File: src/rtl/bvd_pkg.sv
`timescale 1ns / 1ps
// ----------------------------------------------------------------------------
// bvd_pkg: shared types for the bounded vector deque unit
// Operation and status codes, controller states and the command bundle that
// passes from the controller to the datapath.
// ----------------------------------------------------------------------------
package bvd_pkg;

  typedef enum logic [1:0] {
    OP_APPEND     = 2'd0,
    OP_DROP_FIRST = 2'd1,
    OP_DROP_LAST  = 2'd2,
    OP_READ       = 2'd3
  } op_t;

  typedef enum logic [1:0] {
    ST_OK    = 2'd0,
    ST_FULL  = 2'd1,
    ST_EMPTY = 2'd2,
    ST_RANGE = 2'd3
  } status_t;

  typedef enum logic {
    S_IDLE = 1'b0,
    S_RESP = 1'b1
  } state_t;

  // Commands from the controller to the datapath.
  typedef struct packed {
    logic exec;     // Execute the request on the input ports this cycle.
    logic present;  // Drive the registered result onto the output ports.
  } cmd_t;

  localparam int WORD_W  = 32;
  localparam int POS_W   = 8;
  localparam int COUNT_W = 8;

endpackage

File: src/rtl/bvd_ram.sv
`timescale 1ns / 1ps
// ----------------------------------------------------------------------------
// bvd_ram: generic single-port-write, single-port-read RAM
// One write and one registered read per cycle.
// ----------------------------------------------------------------------------
module bvd_ram #(
  parameter int WIDTH = 32,
  parameter int DEPTH = 128
) (
  input  logic                     clk,
  input  logic                     we,
  input  logic [$clog2(DEPTH)-1:0] waddr,
  input  logic [WIDTH-1:0]         wdata,
  input  logic                     re,
  input  logic [$clog2(DEPTH)-1:0] raddr,
  output logic [WIDTH-1:0]         rdata
);

  logic [WIDTH-1:0] mem [DEPTH];
  logic [WIDTH-1:0] rdata_r;

  always_ff @(posedge clk) begin
    if (we) begin
      mem[waddr] <= wdata;
    end
    if (re) begin
      rdata_r <= mem[raddr];
    end
  end

  assign rdata = rdata_r;

endmodule

File: src/rtl/bvd_ctrl.sv
`timescale 1ns / 1ps
// ----------------------------------------------------------------------------
// bvd_ctrl: request sequencer
// Accepts one request, then presents its result in the next cycle.
// ----------------------------------------------------------------------------
module bvd_ctrl (
  input  logic          clk,
  input  logic          rst_n,
  input  logic          start,
  output logic          busy,
  output bvd_pkg::cmd_t cmd
);
  import bvd_pkg::*;

  state_t state_r;
  state_t state_nxt;

  always_ff @(posedge clk) begin
    if (!rst_n) begin
      state_r <= S_IDLE;
    end else begin
      state_r <= state_nxt;
    end
  end

  always_comb begin
    state_nxt   = state_r;
    cmd.exec    = 1'b0;
    cmd.present = 1'b0;
    unique case (state_r)
      S_IDLE: begin
        if (start) begin
          cmd.exec  = 1'b1;
          state_nxt = S_RESP;
        end
      end
      S_RESP: begin
        cmd.present = 1'b1;
        state_nxt   = S_IDLE;
      end
      default: begin
        state_nxt = S_IDLE;
      end
    endcase
  end

  assign busy = (state_r == S_RESP);

endmodule

File: src/rtl/bvd_datapath.sv
`timescale 1ns / 1ps
// ----------------------------------------------------------------------------
// bvd_datapath: circular buffer pointers, word store and result registers
// Executes one request on command and holds its result for presentation.
// ----------------------------------------------------------------------------
module bvd_datapath #(
  parameter int CAPACITY = 128
) (
  input  logic                                clk,
  input  logic                                rst_n,
  input  bvd_pkg::cmd_t                       cmd,
  input  logic [1:0]                          in_op,
  input  logic signed [bvd_pkg::WORD_W-1:0]   in_value,
  input  logic [bvd_pkg::POS_W-1:0]           in_position,
  output logic                                out_valid,
  output logic signed [bvd_pkg::WORD_W-1:0]   out_read_word,
  output logic [bvd_pkg::COUNT_W-1:0]         out_element_count,
  output logic [1:0]                          out_status
);
  import bvd_pkg::*;

  localparam int PW   = $clog2(CAPACITY);
  localparam int CW   = $clog2(CAPACITY + 1);
  localparam int CMPW = (CW > POS_W) ? CW : POS_W;

  logic [PW-1:0]     head_r, head_nxt;
  logic [CW-1:0]     cnt_r, cnt_nxt;
  status_t           status_r, status_nxt;
  logic              rd_ok_r, rd_ok_nxt;

  logic              ram_we, ram_re;
  logic [PW-1:0]     tail_slot, read_slot, head_inc;
  logic [WORD_W-1:0] ram_rdata;
  logic [CMPW-1:0]   pos_ext, cnt_ext;
  logic              is_full, is_empty, in_range;
  op_t               op;

  // Head plus an offset below the capacity, wrapped into the buffer.
  function automatic logic [PW-1:0] wrap_add(input logic [PW-1:0] a,
                                             input logic [PW-1:0] b);
    logic [PW:0] sum;
    sum = {1'b0, a} + {1'b0, b};
    if (sum >= (PW+1)'(CAPACITY)) begin
      sum = sum - (PW+1)'(CAPACITY);
    end
    return sum[PW-1:0];
  endfunction

  assign op        = op_t'(in_op);
  assign is_full   = (cnt_r == CW'(CAPACITY));
  assign is_empty  = (cnt_r == '0);
  assign pos_ext   = CMPW'(in_position);
  assign cnt_ext   = CMPW'(cnt_r);
  assign in_range  = (pos_ext < cnt_ext);
  assign tail_slot = wrap_add(head_r, cnt_r[PW-1:0]);
  assign read_slot = wrap_add(head_r, pos_ext[PW-1:0]);
  assign head_inc  = wrap_add(head_r, PW'(1));

  always_comb begin
    head_nxt   = head_r;
    cnt_nxt    = cnt_r;
    status_nxt = status_r;
    rd_ok_nxt  = rd_ok_r;
    ram_we     = 1'b0;
    ram_re     = 1'b0;
    if (cmd.exec) begin
      status_nxt = ST_OK;
      rd_ok_nxt  = 1'b0;
      unique case (op)
        OP_APPEND: begin
          if (is_full) begin
            status_nxt = ST_FULL;
          end else begin
            ram_we  = 1'b1;
            cnt_nxt = cnt_r + CW'(1);
          end
        end
        OP_DROP_FIRST: begin
          if (is_empty) begin
            status_nxt = ST_EMPTY;
          end else begin
            head_nxt = head_inc;
            cnt_nxt  = cnt_r - CW'(1);
          end
        end
        OP_DROP_LAST: begin
          if (is_empty) begin
            status_nxt = ST_EMPTY;
          end else begin
            cnt_nxt = cnt_r - CW'(1);
          end
        end
        OP_READ: begin
          if (!in_range) begin
            status_nxt = ST_RANGE;
          end else begin
            ram_re    = 1'b1;
            rd_ok_nxt = 1'b1;
          end
        end
        default: begin
          status_nxt = ST_OK;
        end
      endcase
    end
  end

  always_ff @(posedge clk) begin
    if (!rst_n) begin
      head_r <= '0;
      cnt_r  <= '0;
    end else begin
      head_r <= head_nxt;
      cnt_r  <= cnt_nxt;
    end
  end

  always_ff @(posedge clk) begin
    status_r <= status_nxt;
    rd_ok_r  <= rd_ok_nxt;
  end

  bvd_ram #(
    .WIDTH (WORD_W),
    .DEPTH (CAPACITY)
  ) u_store (
    .clk   (clk),
    .we    (ram_we),
    .waddr (tail_slot),
    .wdata (in_value),
    .re    (ram_re),
    .raddr (read_slot),
    .rdata (ram_rdata)
  );

  assign out_valid         = cmd.present;
  assign out_read_word     = rd_ok_r ? $signed(ram_rdata) : '0;
  assign out_element_count = cnt_ext[COUNT_W-1:0];
  assign out_status        = status_r;

endmodule

File: src/rtl/bounded_vector_deque_unit.sv
`timescale 1ns / 1ps
// ----------------------------------------------------------------------------
// bounded_vector_deque_unit: bounded deque of signed words with indexed read
// A circular buffer of up to CAPACITY 32-bit words. Each request appends at
// the tail, drops the first or last element, or reads by position from the
// front, and returns one result with the read word, the count and a status.
// ----------------------------------------------------------------------------
//
//  Channel  | Handshake          | Payload
//  ---------+--------------------+--------------------------------------------
//  request  | start, busy        | in_op, in_value, in_position
//  result   | out_valid (strobe) | out_read_word, out_element_count, out_status
//
// An item is accepted at a clock edge where start is high and busy is low.
// Every item has an accept cycle, in which the pointers update and the word
// store is written or read, followed by a result cycle, in which the
// registered read port of the store delivers the word. busy is high during
// the result cycle, so no new item is accepted until that result is shown.
// Reset is synchronous and active low; it empties the deque at once, and the
// word store itself needs no clearing. The receiver cannot stall: each result
// is shown for exactly one cycle, marked by out_valid.
//
module bounded_vector_deque_unit #(
  parameter int CAPACITY = 128
) (
  input  logic                              clk,
  input  logic                              rst_n,
  input  logic                              start,
  output logic                              busy,
  input  logic [1:0]                        in_op,
  input  logic signed [bvd_pkg::WORD_W-1:0] in_value,
  input  logic [bvd_pkg::POS_W-1:0]         in_position,
  output logic                              out_valid,
  output logic signed [bvd_pkg::WORD_W-1:0] out_read_word,
  output logic [bvd_pkg::COUNT_W-1:0]       out_element_count,
  output logic [1:0]                        out_status
);
  import bvd_pkg::*;

  cmd_t cmd;

  // The controller sequences accept and result cycles.
  bvd_ctrl u_ctrl (
    .clk   (clk),
    .rst_n (rst_n),
    .start (start),
    .busy  (busy),
    .cmd   (cmd)
  );

  // The datapath holds the pointers, the word store and the result registers.
  bvd_datapath #(
    .CAPACITY (CAPACITY)
  ) u_dp (
    .clk               (clk),
    .rst_n             (rst_n),
    .cmd               (cmd),
    .in_op             (in_op),
    .in_value          (in_value),
    .in_position       (in_position),
    .out_valid         (out_valid),
    .out_read_word     (out_read_word),
    .out_element_count (out_element_count),
    .out_status        (out_status)
  );

  // Every result follows an accepted item in the cycle before it.
  a_result_follows_accept: assert property (@(posedge clk) disable iff (!rst_n)
    out_valid |-> $past(start && !busy))
    else $error("result strobe without a preceding accepted item");

  // An accepted item always produces its result in the next cycle.
  a_accept_gives_result: assert property (@(posedge clk) disable iff (!rst_n)
    (start && !busy) |=> out_valid)
    else $error("accepted item produced no result");

  // A failed request never returns a word.
  a_fail_reads_zero: assert property (@(posedge clk) disable iff (!rst_n)
    (out_valid && out_status != ST_OK) |-> (out_read_word == '0))
    else $error("nonzero read word on a failed request");

  // Results are single-cycle strobes, never back to back.
  a_single_strobe: assert property (@(posedge clk) disable iff (!rst_n)
    out_valid |=> !out_valid)
    else $error("result strobe held for more than one cycle");

endmodule

File: config.mk
export PLATFORM = sky130hd
export DESIGN_NAME = bounded_vector_deque_unit
export DESIGN_NICKNAME = d
export VERILOG_FILES = /design/src/rtl/bvd_pkg.sv /design/src/rtl/bvd_ram.sv /design/src/rtl/bvd_ctrl.sv /design/src/rtl/bvd_datapath.sv /design/src/rtl/bounded_vector_deque_unit.sv
export SDC_FILE = /design/constraint.sdc
export NUM_CORES = 2
export LEC_CHECK = 0
export BUFFER_PORTS_ARGS = -buffer_cell sky130_fd_sc_hd__buf_2
export CAP_MARGIN = 20
export CORE_MARGIN = 8
export CORE_UTILIZATION = 42
export CTS_BUF_LIST = sky130_fd_sc_hd__clkbuf_4 sky130_fd_sc_hd__clkbuf_8 sky130_fd_sc_hd__clkbuf_16
export DETAILED_ROUTE_END_ITERATION = 10
export GPL_TIMING_DRIVEN = 0
export PLACE_DENSITY_LB_ADDON = 0.08
export REMOVE_ABC_BUFFERS = 1
export SLEW_MARGIN = 30
export SYNTH_ARGS = -nofsm -noshare
export SYNTH_HDL_FRONTEND = slang
export SYNTH_SLANG_ARGS = --single-unit
File: constraint.sdc
create_clock -name clk -period 9.1 [get_ports clk]
set_clock_uncertainty 0.05 [all_clocks]
set_input_delay 1.365 -clock clk [delete_from_list [all_inputs] [get_ports clk]]
set_output_delay 1.365 -clock clk [all_outputs]
set_load 0.005 [all_outputs]
# Word level (Yosys, flattened, before mapping)
# Memories as Yosys holds them, arrays and structs flattened. A register that Yosys moved wholly into a read port is not among the register bits.
# Index checks and enable logic that the tools add are counted.
# word_totals
regBits,19
mem_bits_rw,4096
input_bits,45
output_inout_bits,44
memories,1
# memory_table
name,depth,width,read_ports,rd_clocked_by_memory_dff,write_ports,line,source
u_dp.u_store.mem,128,32,1,1,1,bvd_ram.sv:19,logic [WIDTH-1:0] mem [DEPTH];
# classes
add_sub_neg,8
magnitude_cmp,4
eq_ne,6
mux,23
n_bitwise,2
reduce_logical,6
# ops
cell,count
2-to-1 mux 32 bit,1
"greater-or-equal comparator 8 bit, second input constant",3
2-to-1 mux 7 bit,3
"subtractor 7 x 1 -> 7 bit, second input constant",3
adder 7 x 7 -> 8 bit,2
2-to-1 mux 8 bit,2
case mux 8 bit (2 select lines),1
2-to-1 mux 1 bit,12
"adder 7 x 1 -> 8 bit, second input constant",1
"adder 8 x 1 -> 8 bit, second input constant",1
"equality test 8 bit, second input constant",1
zero test 8 bit,1
< comparator 8 bit,1
"subtractor 8 x 1 -> 8 bit, second input constant",1
case mux 2 bit (3 select lines),1
"equality test 2 bit, second input constant",2
2-to-1 mux 2 bit,2
"inequality test 2 bit, second input constant",2
AND reduction 4 bit,1
AND reduction 3 bit,1
"equality test 2 x 1 -> 1 bit, second input constant",1
zero test 2 bit,1
inverter 1 bit,2
case mux 1 bit (2 select lines),1
2 further kinds,2

# Longest topological paths before layout
# logic_depth
ltp_word,6
ltp_mapped,14
depth_no_buf,10

# Hierarchy
# From an unflattened synthesis, not the netlist that was laid out.
# unflattened
hier_cells,6216
area_unflattened_um2,158562.1
# modules_own_cells
mod,instances,cells_per_inst,area_per_inst_um2,seq_area_each_um2
bvd_ram,1,5990,156596.4,123958.9
bvd_datapath,1,221,1915.6,390.4
bvd_ctrl,1,5,50.0,20.0

# Worst setup path before layout
# No wires, ideal clock.
# synth_timing
kind,input-to-reg
from,input port in_position[1] (netlist bit)
to,"register u_dp.u_store.rdata_r[0] (netlist: u_dp.u_store.rdata[0]), read port of u_dp.u_store.mem (enable)"
arrival_ns,3.972
t_required_ns,8.618
path_slack_ns,4.646
stages,7
path_buffers,0
path_cell_list,ha_1 > a21o_1 > a21o_1 > a21oi_1 > o21ai_0 > a21o_1 > a21oi_1
# synth_via
elab_chain_len,4
word_cells_on_any_way,8
cone_classes,add/sub (2); order compare (2); mux (4)
# synth_lines
element,line,source
start: declaration,bounded_vector_deque_unit.sv:32,"input logic [bvd_pkg::POS_W-1:0] in_position,"
< comparator 8 bit,bvd_datapath.sv:54,assign in_range = (pos_ext < cnt_ext);
2-to-1 mux 1 bit,bvd_datapath.sv:94,if (!in_range) begin
2-to-1 mux 1 bit,bvd_datapath.sv:69,unique case (op)
2-to-1 mux 1 bit,bvd_datapath.sv:66,if (cmd.exec) begin
via u_dp.ram_re,bvd_datapath.sv:31,"logic ram_we, ram_re;"
end: declaration,bvd_ram.sv:20,logic [WIDTH-1:0] rdata_r;
# The timed path passes the listed nets, and every way through them passes these cells.
# A chain may end at the register's enable or synchronous reset.

# Final worst setup path
# layout_timing
from,input port in_position[2] (netlist bit)
to,"register u_dp.u_store.rdata_r[1] (netlist: u_dp.u_store.rdata[1]), read port of u_dp.u_store.mem, data pin"
# layout_via
elab_chain_len,4
word_cells_on_any_way,8
cone_classes,add/sub (2); order compare (2); mux (4)
# layout_lines
element
branches (longest 4 deep; another with adder 7 x 7 -> 8 bit)
# Parallel ways; which one is timed is not known.

==> impl.org <==
** Cells and area
- Fraction of layout cells with a size suffix above 1 :: 0.3029
- Layout Area Growth over Synthesis :: 20.45%
- Final-layout fill cell count :: about 30,000
- Non-filler instance count after layout :: 13,370
- Post-layout net count :: ~8,000

** GRT
- Across every metal layer, demand over resource in global routing totals 0.2287.
- The number of global-route vias before repair is 79,940.
- Global-route wire length before repair :: 644,300 µm
- After global routing the overflow that remains totals 0.
- The number of antenna violations at the first check in global routing is 19.
- Pin count of the biggest net entering global routing :: 97

** Logic synthesis
- Cell with the most instances after synthesis :: sky130_fd_sc_hd__edfxtp_1
- In the synthesized netlist, the cells that appear most often are sky130_fd_sc_hd__edfxtp_1, sky130_fd_sc_hd__mux4_2, sky130_fd_sc_hd__nand2_1, sky130_fd_sc_hd__mux2i_1, sky130_fd_sc_hd__buf_2.
- Top_reg_cell synth :: sky130_fd_sc_hd__edfxtp_1
- For this run, the register share of the synthesized area comes to 0.7782.
- The synthesized design spends more area on one cell type than any other, namely sky130_fd_sc_hd__edfxtp_1.
- Average cell area after synthesis :: 21.79 µm²
- The netlist uses 61 different library cells.
- Yosys top cell area share :: 0.7762
- Synth top area cells :: sky130_fd_sc_hd__edfxtp_1, sky130_fd_sc_hd__mux4_2, sky130_fd_sc_hd__mux2i_1
- Synthesis produced a netlist whose cell count is 7,335.
- The Yosys step of the flow raised 0 warnings.
- Yosys mapped a number of flops with a built-in enable equal to 4,131.
- Synthesis inferred 4,147 register bits.
- FFs w/ async S/R, synth :: 0
- Post-synth design cell area :: 159,800 µm²

** Min path
- Counting instances, the worst hold path has a depth of 2.
- Path class of the lowest-slack min-delay path :: reg2reg

** Detailed routing
- Number of iterations in the first detailed-routing pass :: 5
- The detailed router finished its first iteration with 8,416 violations.
- Post-DRT Antenna Nets :: 0
- The final route contains 78,170 vias.
- Final wirelength :: 461,500 µm
- After detailed routing, the number of vias per cell comes to 5.845.
- Wirelength per Cell :: 34.51 µm
- DR DRC count :: 0

** CTS
- The tree built by TritonCTS fans out to 4,147 sinks.
- Worst-skew pair later-pin latency :: 980 ps
- TritonCTS built the clock tree.
- Total clock buffers created by CTS :: approximately 440
- The H-tree was split into 5 levels.
- Post-CTS Repair Setup Buffers :: 0
- Number of hold buffers added after cts :: 0
- Clock slew at reported path FFs :: 60 ps
- No sink is reached through more buffers than the 4 on the longest clock path.
- Resize count post-CTS :: 0
- Clock tree root buffer cell :: sky130_fd_sc_hd__clkbuf_16

** Pwr
- Peak supply drop :: 0.0001909 V
- Leakage power :: 0.06123 µW
- Power density over the cells :: 220.2 nW/µm²

** Timing
- Hold timing on the final database bottoms out at a slack of 474.7 ps.
- Peak Freq :: 184.2 MHz
- Final worst-path cycle share :: 0.5965
- Fin. max-slew vios :: 0
- RSZ-0062 raised after global routing :: no
- Post-layout minimum cycle time :: about 5400 ps
- Worst slew margin :: 0.2879
- Final setup fails :: 0
- Worst-Margin Slew :: 1068 ps
- Fin. Hold Viols :: 0

** Setup path
- Largest fanout on the critical path :: 30
- In this run the worst setup path begins at in_position[2].
- For the worst flop-to-flop path, the logic depth is 16.
- CP endpoint kind :: register
- RR Endpoint :: u_dp.u_store.rdata[15]
- Library cell contributing the largest single delay on the critical path :: sky130_fd_sc_hd__a22oi_2
- For flop-to-flop paths, the worst setup slack is about 3800 ps.
- Critical path data arrival time :: 6000 ps
- On the worst path, the slowest cell contributes a delay of around 670 ps.
- Critical path required time :: roughly 9700 ps
- The startpoint identified for the worst register-to-register timing path is u_dp.head_r[0].
- The setup path with the least slack is of type in2reg.
- Crit path top cell by count :: sky130_fd_sc_hd__buf_16
- Capture point of the worst path :: u_dp.u_store.rdata[1]
- The worst setup path is launched from a primary input.
- List of cells traversed by the critical path :: buf_2 -> ha_1 -> and3_4 -> nor3_1 -> or2_4 -> buf_16 -> buf_16 -> buf_16 -> buf_12 -> buf_12 -> mux2i_1 -> mux2i_1 -> a22oi_2 -> nand4_1

** Flow run
- Total of max-cap violations :: 0

** Place
- Detailed placement HPWL :: 311,900 µm
- Routability-driven placement finished with a final weighted congestion of 0.8380.
- Count of port buffers added during placement :: 88
- Counting tap cells, the placed design contains a total of 12,560 instances.

** Floorplan
- The initial utilization of the core area, before any placement, comes to 0.4218.
- Die Wd :: 632.9 µm
- In this run the count of I/O pins placed on the die edge is 89.
- Die Outline Area :: 400,500 µm²
- In this run the core area contains 226 standard-cell rows.
- Core area :: about 380,000 µm²
- From bottom edge to top edge, the die measures 632.9 µm.

** Outcome
- The run finished with clean final reports.
==> cell usage in the layout, fill, tap and decap left out, types with 9 or more instances in the layout <==
master,count
sky130_fd_sc_hd__mux4_2,1033
sky130_fd_sc_hd__mux2i_1,260
sky130_fd_sc_hd__buf_16,346
sky130_fd_sc_hd__o211ai_1,11
sky130_fd_sc_hd__nand3_1,168
sky130_fd_sc_hd__dfxtp_1,16
sky130_fd_sc_hd__a32oi_1,75
sky130_fd_sc_hd__bufinv_16,24
sky130_fd_sc_hd__a311oi_1,16
sky130_fd_sc_hd__and3_1,18
sky130_fd_sc_hd__diode_2,15
sky130_fd_sc_hd__clkinv_2,86
sky130_fd_sc_hd__nor2_4,136
sky130_fd_sc_hd__inv_1,18
sky130_fd_sc_hd__a21oi_1,20
sky130_fd_sc_hd__a22oi_2,15
sky130_fd_sc_hd__and2_1,34
sky130_fd_sc_hd__nand2_1,632
sky130_fd_sc_hd__buf_6,35
sky130_fd_sc_hd__edfxtp_1,4131
sky130_fd_sc_hd__nor2_1,33
sky130_fd_sc_hd__xnor2_1,17
sky130_fd_sc_hd__buf_4,35
sky130_fd_sc_hd__o221ai_1,9
sky130_fd_sc_hd__mux2_2,9
sky130_fd_sc_hd__clkinv_1,122
sky130_fd_sc_hd__buf_8,60
sky130_fd_sc_hd__clkbuf_16,447
sky130_fd_sc_hd__a31oi_1,9
sky130_fd_sc_hd__nand4_1,110
sky130_fd_sc_hd__buf_12,76
sky130_fd_sc_hd__buf_2,60
sky130_fd_sc_hd__ha_1,30
sky130_fd_sc_hd__clkbuf_4,93
==> state kept, by name, summed over array words and instances (netlist names) <==
register and flops:
u_dp.u_store.mem 4096, u_dp.u_store.rdata 32, u_dp.out_element_count 8, u_dp.head_r 7, u_dp.out_status 2, u_ctrl.busy 1, u_dp.rd_ok_r 1
==> worst min path at each step <==
stage / startpoint / to / slack [ps]
floorplan: u_dp.out_element_count[7] / u_dp.out_element_count[7] / 440
global placement: u_dp.out_element_count[7] / u_dp.out_element_count[7] / 450
detailed placement: u_dp.out_element_count[7] / u_dp.out_element_count[7] / 470
CTS: u_dp.out_element_count[7] / u_dp.out_element_count[7] / 480
global route: u_dp.out_element_count[7] / u_dp.out_element_count[7] / 520
finish: u_dp.out_element_count[7] / u_dp.out_element_count[7] / 470
==> where the power goes <==
group          switching (µW)  leakage, µW  internal [µW]
Combinational            2310       0.0170           1670
Sequential               22.7       0.0373          21100
Clock                    7410      0.00699           9930
==> final cells by class <==
class | count | area (µm²) | share of cell area
repair buffers | 612 | 12900 | 0.06703
multi-input cells | 2763 | 34890 | 0.1813
diodes | 15 | 37.54 | 0.0001950
flip-flops and latches | 4147 | 124400 | 0.6460
clock buffers | 540 | 11880 | 0.06173
clock inverters | 261 | 2072 | 0.01076
well taps | 5016 | 6276 | 0.03260
inverters | 19 | 71.32 | 0.0003705
==> routing by layer <==
layer | track usage | up-vias | wire [µm]
li1 | - | 32100 | -
met3 | 0.04387 | 562 | 33110
met4 | 0.07119 | 0 | 16370
met5 | 0 | - | 0
met1 | 0.3280 | 42790 | 196700
met2 | 0.3570 | 2719 | 215300
==> critical path: cells and delay by family <==
family	cells	cell delay (ps)
compound gates	1	670
fa+ha+maj	1	480
buf+inv	6	1450
mux	2	510
simple gates	4	1370
==> per-stage QoR <==
step | util | instance area, µm² | worst slack [ps] | total power (µW) | TNS, ps
after floorplan | - | 158000 | -33330 | 27340 | -1056950
after global placement | 0.4347 | 164700 | -58850 | 29720 | -1836360
after detailed placement | 0.4710 | 178500 | 2693 | 25510 | 0
after CTS | 0.5078 | 192400 | 3689 | 42800 | 0
after global routing | 0.5080 | 192500 | 3501 | 43680 | 0
final | 0.5081 | 192500 | 3672 | 42390 | 0
==> kinds of logic (layout without fill, tap and decap cells) <==
logic type	after synthesis	after routing	synth area share
other cells	0	15	0
flops	4147	4147	0.7782
compound gates	219	219	0.01062
xor+xnor	29	29	0.001636
fa+ha+maj	34	34	0.002803
buf+inv	425	1432	0.01199
mux	1303	1303	0.1625
simple gates	1178	1178	0.03225
Note: power is estimated with default switching activity, not from simulation.
